## src/rtl/core/mexp_pkg.sv

```systemverilog
`default_nettype none

package mexp_pkg;

  localparam int FIELD_WIDTH           = 32;
  localparam int DEFAULT_OPERAND_WIDTH = 32;
  localparam int REG_INDEX_WIDTH       = 1;

  // Configuration register map.
  typedef enum logic [REG_INDEX_WIDTH-1:0] {
    REG_MODULUS  = 1'b0,
    REG_EXPONENT = 1'b1
  } reg_index_t;

  localparam logic [FIELD_WIDTH-1:0] MODULUS_RESET  = 32'd2;
  localparam logic [FIELD_WIDTH-1:0] EXPONENT_RESET = 32'd1;

endpackage

`default_nettype wire

```

## src/rtl/core/mexp_mulmod.sv

```systemverilog
`default_nettype none

module mexp_mulmod
  import mexp_pkg::*;
#(
  parameter int OPERAND_WIDTH = DEFAULT_OPERAND_WIDTH
) (
  input  logic                     clk,
  input  logic                     rst,
  input  logic                     start,
  input  logic [OPERAND_WIDTH-1:0] a,
  input  logic [OPERAND_WIDTH-1:0] b,
  input  logic [OPERAND_WIDTH-1:0] n,
  output logic                     done,
  output logic [OPERAND_WIDTH-1:0] product
);

  localparam int W  = OPERAND_WIDTH;
  localparam int CW = $clog2(W + 1);

  logic [W-1:0]  acc;
  logic [W-1:0]  a_reg;
  logic [W-1:0]  b_sh;
  logic [CW-1:0] cnt;
  logic          run;

  logic [W+1:0]  sum;
  logic [W+2:0]  diff1;
  logic [W+2:0]  diff2;
  logic [W-1:0]  acc_next;

  // One multiplier bit per cycle, MSB first: acc = (2*acc + bit*a) mod n.
  // The sum stays below 3n, so subtracting n or 2n always lands in range.
  always_comb begin
    sum   = {1'b0, acc, 1'b0} + (b_sh[W-1] ? {2'b00, a_reg} : {(W + 2){1'b0}});
    diff1 = {1'b0, sum} - {3'b000, n};
    diff2 = {1'b0, sum} - {2'b00, n, 1'b0};
    priority if (!diff2[W+2]) begin
      acc_next = diff2[W-1:0];
    end else if (!diff1[W+2]) begin
      acc_next = diff1[W-1:0];
    end else begin
      acc_next = sum[W-1:0];
    end
  end

  always_ff @(posedge clk) begin
    if (rst) begin
      run  <= 1'b0;
      done <= 1'b0;
      cnt  <= '0;
    end else begin
      done <= 1'b0;
      if (start) begin
        run   <= 1'b1;
        cnt   <= CW'(W);
        acc   <= '0;
        a_reg <= a;
        b_sh  <= b;
      end else if (run) begin
        acc  <= acc_next;
        b_sh <= {b_sh[W-2:0], 1'b0};
        cnt  <= cnt - 1'b1;
        if (cnt == CW'(1)) begin
          run  <= 1'b0;
          done <= 1'b1;
        end
      end
    end
  end

  assign product = acc;

endmodule

`default_nettype wire

```

## src/rtl/core/modular_exponentiation.sv

```systemverilog
// The message is first reduced modulo the modulus. Then, for each exponent bit up to its
// highest set bit, lowest bit first, the accumulator is multiplied by the base when the bit
// is set, and the base is squared.
// All multiplications share one bit-serial modular multiplier; one item at a time.
// The done strobe lasts one cycle and cannot be stalled. A modulus below 2 gives 0.
// Synchronous active-high reset sets modulus to 2 and exponent to 1 and idles the block.
`default_nettype none

module modular_exponentiation
  import mexp_pkg::*;
#(
  parameter int OPERAND_WIDTH = DEFAULT_OPERAND_WIDTH
) (
  input  logic                       clk,
  input  logic                       rst,
  input  logic                       start,
  output logic                       busy,
  input  logic [FIELD_WIDTH-1:0]     message,
  output logic                       done,
  output logic [FIELD_WIDTH-1:0]     power_result,
  input  logic                       write_enable,
  input  logic [REG_INDEX_WIDTH-1:0] reg_index,
  input  logic [FIELD_WIDTH-1:0]     write_data
);

  localparam int W = OPERAND_WIDTH;

  typedef enum logic [2:0] {
    S_IDLE,
    S_REDUCE,
    S_BIT,
    S_MUL_ACC,
    S_SQUARE
  } state_t;

  state_t                 state;
  logic [FIELD_WIDTH-1:0] modulus;
  logic [FIELD_WIDTH-1:0] exponent;
  logic [W-1:0]           e_sh;
  logic [W-1:0]           base;
  logic [W-1:0]           acc;
  logic                   mm_start;
  logic [W-1:0]           mm_a;
  logic [W-1:0]           mm_b;
  logic                   mm_done;
  logic [W-1:0]           mm_product;
  logic [W-1:0]           n_w;

  assign n_w  = W'(modulus);
  assign busy = (state != S_IDLE);

  mexp_mulmod #(
    .OPERAND_WIDTH(OPERAND_WIDTH)
  ) u_mulmod (
    .clk    (clk),
    .rst    (rst),
    .start  (mm_start),
    .a      (mm_a),
    .b      (mm_b),
    .n      (n_w),
    .done   (mm_done),
    .product(mm_product)
  );

  always_ff @(posedge clk) begin
    if (rst) begin
      state    <= S_IDLE;
      modulus  <= MODULUS_RESET;
      exponent <= EXPONENT_RESET;
      mm_start <= 1'b0;
      done     <= 1'b0;
    end else begin
      mm_start <= 1'b0;
      done     <= 1'b0;

      if (write_enable) begin
        unique case (reg_index_t'(reg_index))
          REG_MODULUS:  modulus  <= write_data;
          REG_EXPONENT: exponent <= write_data;
        endcase
      end

      unique case (state)
        S_IDLE: begin
          if (start) begin
            if (n_w < W'(2)) begin
              power_result <= '0;
              done         <= 1'b1;
            end else begin
              // The message is reduced as message * 1 mod n.
              e_sh     <= W'(exponent);
              mm_a     <= W'(1);
              mm_b     <= W'(message);
              mm_start <= 1'b1;
              state    <= S_REDUCE;
            end
          end
        end
        S_REDUCE: begin
          if (mm_done) begin
            base  <= mm_product;
            acc   <= W'(1);
            state <= S_BIT;
          end
        end
        S_BIT: begin
          if (e_sh == '0) begin
            power_result <= FIELD_WIDTH'(acc);
            done         <= 1'b1;
            state        <= S_IDLE;
          end else if (e_sh[0]) begin
            mm_a     <= acc;
            mm_b     <= base;
            mm_start <= 1'b1;
            state    <= S_MUL_ACC;
          end else begin
            mm_a     <= base;
            mm_b     <= base;
            mm_start <= 1'b1;
            state    <= S_SQUARE;
          end
        end
        S_MUL_ACC: begin
          if (mm_done) begin
            acc      <= mm_product;
            mm_a     <= base;
            mm_b     <= base;
            mm_start <= 1'b1;
            state    <= S_SQUARE;
          end
        end
        S_SQUARE: begin
          if (mm_done) begin
            base  <= mm_product;
            e_sh  <= e_sh >> 1;
            state <= S_BIT;
          end
        end
        default: state <= S_IDLE;
      endcase
    end
  end

  // A result is only delivered as the block returns to idle.
  assert property (@(posedge clk) disable iff (rst) done |-> !busy)
    else $error("result strobe while busy");

  // An accepted item either starts work or answers at once.
  assert property (@(posedge clk) disable iff (rst) (start && !busy) |=> (busy || done))
    else $error("accepted item was dropped");

  // The multiplier only finishes while an item is in flight.
  assert property (@(posedge clk) disable iff (rst) mm_done |-> busy)
    else $error("multiplier finished while idle");

  // Every result for a modulus of at least 2 lies below the modulus.
  assert property (@(posedge clk) disable iff (rst)
    (done && (n_w >= W'(2))) |-> (W'(power_result) < n_w))
    else $error("result not reduced");

endmodule

`default_nettype wire
```

## config.mk

```make
export PLATFORM = sky130hd
export DESIGN_NAME = modular_exponentiation
export DESIGN_NICKNAME = d
export VERILOG_FILES = /design/src/rtl/core/mexp_pkg.sv /design/src/rtl/core/mexp_mulmod.sv /design/src/rtl/core/modular_exponentiation.sv
export SDC_FILE = /design/constraint.sdc
export NUM_CORES = 1
export LEC_CHECK = 0
export ABC_CLOCK_PERIOD_IN_PS = 13550
export BUFFER_PORTS_ARGS = -buffer_cell sky130_fd_sc_hd__buf_2
export CAP_MARGIN = 40
export CORE_MARGIN = 2
export CORE_UTILIZATION = 45
export CTS_BUF_LIST = sky130_fd_sc_hd__clkbuf_2
export DETAILED_ROUTE_END_ITERATION = 8
export SKIP_LAST_GASP = 1
export SLEW_MARGIN = 5
export SYNTH_ARGS = -nofsm -noshare
export SYNTH_HDL_FRONTEND = slang
export SYNTH_HIERARCHICAL = 1
export SYNTH_SLANG_ARGS = --single-unit
```

## constraint.sdc

```tcl
create_clock -name clk -period 13.55 [get_ports clk]
set_clock_uncertainty 0.1 [all_clocks]
set_input_delay 1.355 -clock clk [delete_from_list [all_inputs] [get_ports clk]]
set_output_delay 1.355 -clock clk [all_outputs]
set_load 0.01 [all_outputs]
```

# [After elaboration in Yosys (flattened, before gate mapping)]
# Cells that the tools add are included.
[totals] input_bits=69 output_inout_bits=34 mem_count=0 rom_bits=0 latch_bits=0 wordCells=110 reg_bits=365 ram_bits=0
[classes] n_div=0 n_lt_le_gt_ge=1 bitwise_logic=3 eq_ne=14 muxes=49 multipliers=0 reduce_logical=21 n_shift=0 add_sub_neg=4
[op_table] op="$mux 32" n=22
[op_table] op="$pmux 32 s2" n=3
[op_table] op="$pmux 32 s3" n=2
[op_table] op="$sub 34x32->35" n=1
[op_table] op="$sub 34x33->35" n=1
[op_table] op="$add 33x34->34" n=1
[op_table] op="$logic_not 32->1" n=1
[op_table] op="$lt 32x2->1 const B" n=1
[op_table] op="$mux 3" n=6
[op_table] op="$mux 6" n=2
[op_table] op="$pmux 3 s4" n=1
[op_table] op="$mux 1" n=11
[op_table] op="$ne 2x2->1 const B" n=5
[op_table] op="$reduce_and 5->1" n=2
[op_table] op="$ne 2x1->1 const B" n=4
[op_table] op="$reduce_and 2->1" n=4
[op_table] op="$reduce_and 4->1" n=2
[op_table] op="$reduce_bool 2->1" n=4
[op_table] op="$eq 3x2->1 const B" n=2
[op_table] op="$eq 6x1->1 const B" n=1
[op_table] op="$reduce_and 6->1" n=1
[op_table] op="$reduce_bool 3->1" n=2
[op_table] op="$sub 6x1->6 const B" n=1
[op_table] op="$reduce_or 2->1" n=2
[op_table] op="8 further kinds" n=10

# [Logic depth before layout (Yosys ltp)]
# Gate-level depths: netlist (run 1).
[logic_depth] ltp_word=6 mapped_depth=26 ltp_nobuf=23

# [Modules after synthesis]
# The synthesis (run 1) kept the hierarchy.
[modules_own_cells] module="modular_exponentiation" cells_per_inst=935 instances=1 seq_area_each_um2=7146.9 area_per_inst_um2=10171.0
[modules_own_cells] module="mexp_mulmod" cells_per_inst=1033 instances=1 seq_area_each_um2=3042.9 area_per_inst_um2=9426.5

# [Worst setup path before layout (run 1)]
# No wires, ideal clock.
[synth_timing] kind="input to register" startpoint="input port rst" endpoint="register mm_a[0], enable pin" path_slack_ps=935 setup_time_ps=828 n_path_buf=2 required_ps=12622 arrival_time_ps=11687 path_stages=3 cell_sequence="clkbuf_1 clkbuf_1 a2111oi_0"
[synth_between] elab_chain_len=2
[synth_lines] element="from (decl)" line="modular_exponentiation.sv:15" text="input logic rst,"
[synth_lines] element="$not 1->1 (no source line)"
[synth_lines] element="$reduce_and 6->1 (no source line)"
[synth_lines] element="to (signal assigned)" line="modular_exponentiation.sv:117" text="mm_a <= base;"
[synth_lines] element="to (signal assigned)" line="modular_exponentiation.sv:126" text="mm_a <= base;"
[synth_lines] element="to (decl)" line="modular_exponentiation.sv:43" text="logic [W-1:0] mm_a;"
# Every way passes these cells.
# A chain may end at the register's enable or synchronous reset.

# [Final worst setup path (run 1)]
[layout_timing] startpoint="register u_mulmod.b_sh[31]" endpoint="register u_mulmod.acc[15] (netlist: u_mulmod/product[15]) (data pin)"
[layout_between] elab_chain_len=6 word_cells_on_any_way=7 cone_classes="add/sub (3); mux (4)"
[layout_lines] element="from (decl)" line="mexp_mulmod.sv:23" text="logic [W-1:0] b_sh;"
[layout_lines] element="from (signal assigned)" line="mexp_mulmod.sv:62" text="b_sh <= {b_sh[W-2:0], 1'b0};"
[layout_lines] element="$mux 32 *" line="mexp_mulmod.sv:35" text="sum = {1'b0, acc, 1'b0} + (b_sh[W-1] ? {2'b00, a_reg} : {(W + 2){1'b0}});"
[layout_lines] element="$add 33x34->34 *" line="mexp_mulmod.sv:35"
[layout_lines] element="$sub 34x32->35" line="mexp_mulmod.sv:36" text="diff1 = {1'b0, sum} - {3'b000, n};"
[layout_lines] element="$mux 32" line="mexp_mulmod.sv:40" text="end else if (!diff1[W+2]) begin"
[layout_lines] element="$mux 32 *" line="mexp_mulmod.sv:38" text="priority if (!diff2[W+2]) begin"
[layout_lines] element="$mux 32 *" line="mexp_mulmod.sv:60" text="end else if (run) begin"
[layout_lines] element="to (signal assigned)" line="mexp_mulmod.sv:61" text="acc <= acc_next;"
[layout_lines] element="to (decl)" line="mexp_mulmod.sv:21" text="logic [W-1:0] acc;"
# Mark *: on every way between the ends. The rest lies on a longest branch, timed or not. The select of a mux whose other input is x is not followed.

==> results.cfg, run 1 <==
[sta]
finalHoldWorstSlack_ns = 0.261
transition_time_of_the_tightest_slew_check_pin_ns = 0.869
timing.final.crit_share = 0.500
finalSetupViolCount = 0
rsz0062_at_grt = false
total_negative_slack_ns = 0
final-hold-violation-count = 0
headroom_to_the_max_slew_limit = 0.421
max_freq_mhz = 148
final_max_slew_viol_count = 0
final.min_clock_period_ns = 6.78

[power_and_ir_drop]
worst_ir_drop_vdd_uv = 166
cellLeakagePower_nw = 8.61
p_per_area_nw_per_um2 = 245

[setup_path]
critPathSlowestCell = sky130_fd_sc_hd__or4b_2
slowest_delay_ns = 0.82
critical_path_peak_fanout = 40
required_ns = 14.28
worst_ep_arrival_time_ns = 7.51
worstSetupEndpointType = flop
path_cells = buf_4, and2_1, ha_1, inv_1, fa_1, nand2b_1, a211oi_1, o31a_1, nor2_1, o31ai_1, a31oi_1, xnor2_1, ha_1, nand3_1, nand2_1, a2111oi_1, o2111ai_1, a211oi_4, nor4_1, or4b_2, buf_12, nand2_1, o21ai_1, a211oi_1
timing.critical_path.from_type = flop
timing_worst_setup_path_type = flop to flop

[synthesis]
postSynthCellCount = 1968
synth_top_area_share = 0.441
mapped_nets = 2137
ys_seq_area_frac = 0.520
synthFlopType = sky130_fd_sc_hd__edfxtp_1
synth_area_leaders = sky130_fd_sc_hd__edfxtp_1 (44%), sky130_fd_sc_hd__nand2_1 (8.8%), sky130_fd_sc_hd__dfxtp_1 (7.9%)
synth.most_common_cell = sky130_fd_sc_hd__nand2_1
syn-cell-area_um2 = 19600
number_of_flops_mapped_to_enable_cells_by_yosys = 288
netlist-cell-type-count = 81
syn-mean-instance-area_um2 = 9.96
synthesis_stage_register_bit_count = 365
synth_top_cells_by_count = sky130_fd_sc_hd__nand2_1 (458), sky130_fd_sc_hd__edfxtp_1 (288), sky130_fd_sc_hd__a21oi_1 (188)
post-synth-top-area-cell = sky130_fd_sc_hd__edfxtp_1
synthesis.yosys.warnings = 6
synth_async_sr_flop_share = 0

[floorplan]
fp.dieH_um = 213
ios = 103
core_area_um2 = 43100
die_width_um = 213
floorplan.rows = 76
start_util = 0.455
die_area_um2 = 45200

[final_layout]
design_area_um2 = 21700
layoutNonFillerInstCount = 2763
drive_above_1_share = 0.158
filler_cell_count = 4052
layout_nets = 2271
area_delta_synth_final_pct = 10.7

[clock_tree]
insertion_delay_ns = 1.09
cts_tree = built
tritoncts.num_buffers = 93
cts.hold.buffers_added = 0
clk_transition_reported_paths_ns = 0.11
post_cts.resized_instances = 0
clockBufferDepth = 3
post-cts-setup-buffer-count = 0
clock_tree.root_cell = sky130_fd_sc_hd__clkbuf_2
h-tree-depth = 3
clock-sinks = 365

[place]
post-place-cells = 2592
gp_routability_congestion = 0.917
port_buffers = 102
dpl.hpwl_um = 34400
place_area_um2 = 20800

[drt]
wire_length_per_cell_um = 17.6
num_vias = 14900
detail_route.drc_violations = 0
finalWirelength_um = 48700
ant_nets = 0
dr_pass1_iterations = 5
first_iter_violations = 1021
vias_per_cell = 5.40

[grt]
grt_pass1_vias = 14400
grt_util_all_layers = 0.217
antenna_found_initial = 2
grt_start_max_net_pins = 68
grt_pass1_wl_um = 76600
grt_remaining_overflow = 0

[job]
maxCapViolations = 0

[outcome]
run_status = finished clean

[worst_hold_path]
hp-class = flop to flop
==> per-layer routing <==
layer,part of all wire,vias to the layer above,wire length (µm),GRT usage
li1,-,7346,-,-
met1,0.47,7018,23000,0.305
met2,0.44,492,21400,0.333
met3,0.063,77,3080,0.0449
met4,0.025,0,1230,0.0769
met5,0,-,0,0
==> cells in the final DEF (no fill, tap or decap), types with 4 or more instances in the layout <==
master / netlist / layout
sky130_fd_sc_hd__or3_1: 6 / 6
sky130_fd_sc_hd__clkinv_1: 1 / 21
sky130_fd_sc_hd__inv_1: 69 / 69
sky130_fd_sc_hd__dfxtp_1: 77 / 76
sky130_fd_sc_hd__a31oi_1: 9 / 9
sky130_fd_sc_hd__nor2_1: 72 / 69
sky130_fd_sc_hd__a21o_1: 39 / 39
sky130_fd_sc_hd__o22ai_1: 5 / 5
sky130_fd_sc_hd__nor3_1: 17 / 16
sky130_fd_sc_hd__o21ai_1: 11 / 11
sky130_fd_sc_hd__nand4_1: 10 / 10
sky130_fd_sc_hd__buf_4: 1 / 21
sky130_fd_sc_hd__mux2_2: 31 / 31
sky130_fd_sc_hd__clkbuf_2: 1 / 140
sky130_fd_sc_hd__xnor2_1: 54 / 54
sky130_fd_sc_hd__and3_1: 44 / 44
sky130_fd_sc_hd__nor4_1: 19 / 19
sky130_fd_sc_hd__a21oi_1: 188 / 186
sky130_fd_sc_hd__o21bai_1: 16 / 16
sky130_fd_sc_hd__o31ai_1: 7 / 7
sky130_fd_sc_hd__mux2i_1: 15 / 15
sky130_fd_sc_hd__nor2b_1: 6 / 4
sky130_fd_sc_hd__and2_1: 72 / 72
sky130_fd_sc_hd__ha_1: 97 / 97
sky130_fd_sc_hd__nand3_1: 23 / 23
sky130_fd_sc_hd__buf_2: 10 / 102
sky130_fd_sc_hd__edfxtp_1: 288 / 288
sky130_fd_sc_hd__o21ai_0: 66 / 66
sky130_fd_sc_hd__o2111ai_1: 6 / 6
sky130_fd_sc_hd__o21a_1: 14 / 14
sky130_fd_sc_hd__a21boi_0: 5 / 5
sky130_fd_sc_hd__nand2b_1: 18 / 17
sky130_fd_sc_hd__o31a_1: 4 / 4
sky130_fd_sc_hd__nand2_1: 458 / 458
sky130_fd_sc_hd__a211oi_1: 21 / 20
sky130_fd_sc_hd__xor2_1: 32 / 32
sky130_fd_sc_hd__or2_2: 6 / 6
==> worst paths after layout <==
| check | from | end | slack, ns | cells after the start |
|---|---|---|---|---|
| worst max-delay path | u_mulmod/b_sh[31] | u_mulmod/product[15] | 6.77 | 24 |
| worst min-delay path | mm_a[0] | u_mulmod/a_reg[0] | 0.26 | 0 |
| worst max register to register | u_mulmod/b_sh[31] | u_mulmod/product[15] | 6.77 | 24 |
| worst min register to register | mm_a[0] | u_mulmod/a_reg[0] | 0.26 | 0 |
==> final cells by class <==
cell class / count / area, µm² / share of cell area
clock buffer: 140 / 701 / 0.0323
multi-input combinational: 1442 / 8830 / 0.407
sequential: 365 / 10200 / 0.470
inverter: 70 / 263 / 0.0121
timing repair buffer: 130 / 802 / 0.0370
antenna: 2 / 5.00 / 0.000231
tap: 585 / 732 / 0.0338
clock inverter: 29 / 160 / 0.00738
==> worst max-delay path: cells and delay by family (launching register included) <==
kind / cells / cell delay (ns)
simple gates: 8 / 1.66
buf+inv: 3 / 0.57
flops: 1 / 0.34
fa+ha+maj: 3 / 0.96
xor+xnor: 1 / 0.39
compound gates: 9 / 2.52
==> report_power, final <==
group          total (mW)  internal [mW]  switching, mW
logic                3.07           1.24           1.83
clock network       0.759          0.298          0.461
registers            1.48           1.40         0.0804
==> kinds of logic (layout without fill, tap and decap cells) <==
logic type | Yosys count | count (layout) | share of synthesized area
DFF | 365 | 365 | 0.520
xor gates and xnor gates | 86 | 86 | 0.0384
AOI/OAI and AO/OA | 441 | 441 | 0.141
muxes | 46 | 46 | 0.0255
and+or+nand+nor | 769 | 769 | 0.177
adders and majority gates | 100 | 100 | 0.0650
other | 0 | 2 | 0
buffers and inverters | 161 | 369 | 0.0333
==> metrics by stage <==
step | setup WS [ns] | total power [mW] | utilization
floorplan | 0.935 | 3.81 | -
global placement | 6.91 | 4.41 | 0.480
detailed placement | 6.89 | 4.51 | 0.483
CTS | 6.85 | 5.29 | 0.503
global route | 6.38 | 5.74 | 0.503
finish | 6.77 | 5.31 | 0.503
Note: power is estimated with default switching activity, not from simulation.
==> run 2: changes to the inputs <==
Settings changed: ABC_CLOCK_PERIOD_IN_PS 13550 to 6800.
Clock period 13.55 ns to 6.8 ns, I/O delays scaled along.
==> run 2 against run 1 <==
Net effect:
- power is 100% higher
- cell count is 2.5% higher
- via count is 1.7% higher
- critical path type unchanged
- die area stayed put
- sequential cell count stayed put
- wire length is 3.5% higher
- largest cell class unchanged
- first-iteration DRC count is 28% higher
- clock-buffer cell count is 7 lower
- critical path depth stayed put
==> results.cfg, run 2 (synthesis results as in run 1) <==
[final_layout]
layout.cells.most_common = sky130_fd_sc_hd__nand2_1
layout_nets = 2348
drive_above_1_share = 0.154
commonest_non_fill_non_tap_cells_in_the_layout = sky130_fd_sc_hd__nand2_1 (458), sky130_fd_sc_hd__edfxtp_1 (288), sky130_fd_sc_hd__a21oi_1 (186)
filler_cell_count = 3951
area_delta_synth_final_pct = 14.7
layoutNonFillerInstCount = 2832
final_util = 0.522

[setup_path]
timing_worst_setup_path_type = flop to flop
critical_path_peak_fanout = 50
required_ns = 7.54
worstSetupEndpointType = flop
timing.critical_path.from_type = flop
reg2reg_slack_ns = 0.54
worst_ep_arrival_time_ns = 7.00
timing.rr.start = u_mulmod/b_sh[31]
rr_worst_depth = 24
worstReg2RegEnd = u_mulmod/product[26]

[sta]
final.min_clock_period_ns = 6.26
final-hold-violation-count = 0
timing.final.crit_share = 0.921
total_negative_slack_ns = 0
rsz0062_at_grt = false
max_freq_mhz = 160
headroom_to_the_max_slew_limit = 0.457
final_max_slew_viol_count = 0
finalHoldWorstSlack_ns = 0.124
transition_time_of_the_tightest_slew_check_pin_ns = 0.808
finalSetupViolCount = 0

[floorplan]
die_width_um = 213
start_util = 0.455
floorplan.rows = 76
die_area_um2 = 45200
core_area_um2 = 43100
ios = 103
fp.dieH_um = 213

[clock_tree]
clk_transition_reported_paths_ns = 0.10
h-tree-depth = 3
tritoncts.num_buffers = 92
clock-sinks = 365
clock_tree.root_cell = sky130_fd_sc_hd__clkbuf_2
cts_tree = built
clockBufferDepth = 3
insertion_delay_ns = 1.07

[grt]
grt_pass1_vias = 14800
grt_pass1_wl_um = 79200
grt_start_max_net_pins = 68
antenna_found_initial = 1
grt_remaining_overflow = 0
grt_util_all_layers = 0.225

[power_and_ir_drop]
netSwitchingPower_mw = 4.70
internal_power_mw = 5.90
worst_ir_drop_vdd_uv = 331
cellLeakagePower_nw = 8.96
power.share.combinational = 0.580
power_switching_share = 0.443
p_per_area_nw_per_um2 = 472
power.share.clock = 0.141
seq_pwr_share = 0.279

[drt]
dr_pass1_iterations = 5
finalWirelength_um = 50400
first_iter_violations = 1304
vias_per_cell = 5.36
wire_length_per_cell_um = 17.8
num_vias = 15200
ant_nets = 0
detail_route.drc_violations = 0

[place]
dpl.hpwl_um = 35200
gp_routability_congestion = 0.921
post-place-cells = 2595
port_buffers = 102

[worst_hold_path]
hold_path_depth = 5
hp-class = input port to flop
hp-start = reg_index
timing.hold.worst_endpoint = modulus[0]

[job]
maxCapViolations = 0

[outcome]
run_status = finished clean
[run 2: worst max path at each step]
stage                                 start                    to  slack [ns]  depth (start not counted)
after floorplan                         rst               mm_a[0]        1.26                          3
after global placement    u_mulmod/b_sh[31]   u_mulmod/product[0]        0.68                         21
after detailed placement  u_mulmod/b_sh[31]   u_mulmod/product[0]        0.54                         21
after CTS                 u_mulmod/b_sh[31]  u_mulmod/product[26]        0.42                         22
after global routing      u_mulmod/b_sh[31]  u_mulmod/product[28]        0.03                         24
final                     u_mulmod/b_sh[31]  u_mulmod/product[26]        0.54                         24
[run 2: area by class of cell]
type | count | area, µm² | share of cell area
repair buffers | 208 | 1590 | 0.0708
multi-input cells | 1442 | 8860 | 0.394
well taps | 585 | 732 | 0.0326
clock buffers | 133 | 666 | 0.0296
inverters | 70 | 263 | 0.0117
flip-flops and latches | 365 | 10200 | 0.453
clock inverters | 28 | 175 | 0.00779
diodes | 1 | 2.50 | 0.000111
[run 2: repair_timing]
action	CTS	global route
setup buffers	0	0
endpoints found under the setup margin	0	13
endpoints found under the hold margin	98	0
hold buffers	75	0
resized for setup	0	2
[run 2: per-layer routing]
| metal | vias to the layer above | track usage | part of all wire |
|---|---|---|---|
| met3 | 67 | 0.0399 | 0.047 |
| met1 | 7186 | 0.315 | 0.48 |
| met5 | - | 0 | 0 |
| li1 | 7496 | - | - |
| met2 | 432 | 0.356 | 0.45 |
| met4 | 0 | 0.0733 | 0.021 |
[run 2: power groups by stage]
stage | clock [mW] | sequential (mW) | combinational [mW]
final | 1.50 | 2.96 | 6.15
after detailed placement | 0 | 3.00 | 6.01
after global routing | 1.66 | 2.98 | 6.83
after global placement | 0 | 3.00 | 5.94
after CTS | 1.56 | 2.95 | 6.07
after floorplan | 0 | 2.92 | 4.66
[run 2: critical path: stages (launching register included)]
cell and delay, ns:
sky130_fd_sc_hd__edfxtp_1 0.40, sky130_fd_sc_hd__buf_4 0.22, sky130_fd_sc_hd__nand2_1 0.14, sky130_fd_sc_hd__inv_1 0.06, sky130_fd_sc_hd__ha_1 0.28, sky130_fd_sc_hd__a211oi_1 0.24, sky130_fd_sc_hd__nor2_1 0.15, sky130_fd_sc_hd__a2111oi_4 0.46
sky130_fd_sc_hd__nor2_1 0.15, sky130_fd_sc_hd__a211o_1 0.32, sky130_fd_sc_hd__o2111ai_1 0.12, sky130_fd_sc_hd__a32oi_1 0.15, sky130_fd_sc_hd__xor2_1 0.38, sky130_fd_sc_hd__ha_1 0.37, sky130_fd_sc_hd__o21ai_0 0.21, sky130_fd_sc_hd__nand2_1 0.07
sky130_fd_sc_hd__o211ai_1 0.17, sky130_fd_sc_hd__o2111ai_1 0.24, sky130_fd_sc_hd__a211oi_4 0.28, sky130_fd_sc_hd__nor4_1 0.09, sky130_fd_sc_hd__or4b_2 0.61, sky130_fd_sc_hd__buf_4 0.32, sky130_fd_sc_hd__a21bo_2 0.26, sky130_fd_sc_hd__o21ai_0 0.07
sky130_fd_sc_hd__o22ai_1 0.17
[run 2: stage by stage]
stage	worst slack [ns]	instance area (µm²)	total power, mW
after global routing	0.0347	22500	11.5
after global placement	0.681	20700	8.94
final	0.537	22500	10.6
after detailed placement	0.538	20900	9.01
after CTS	0.425	22500	10.6
after floorplan	1.26	19600	7.59
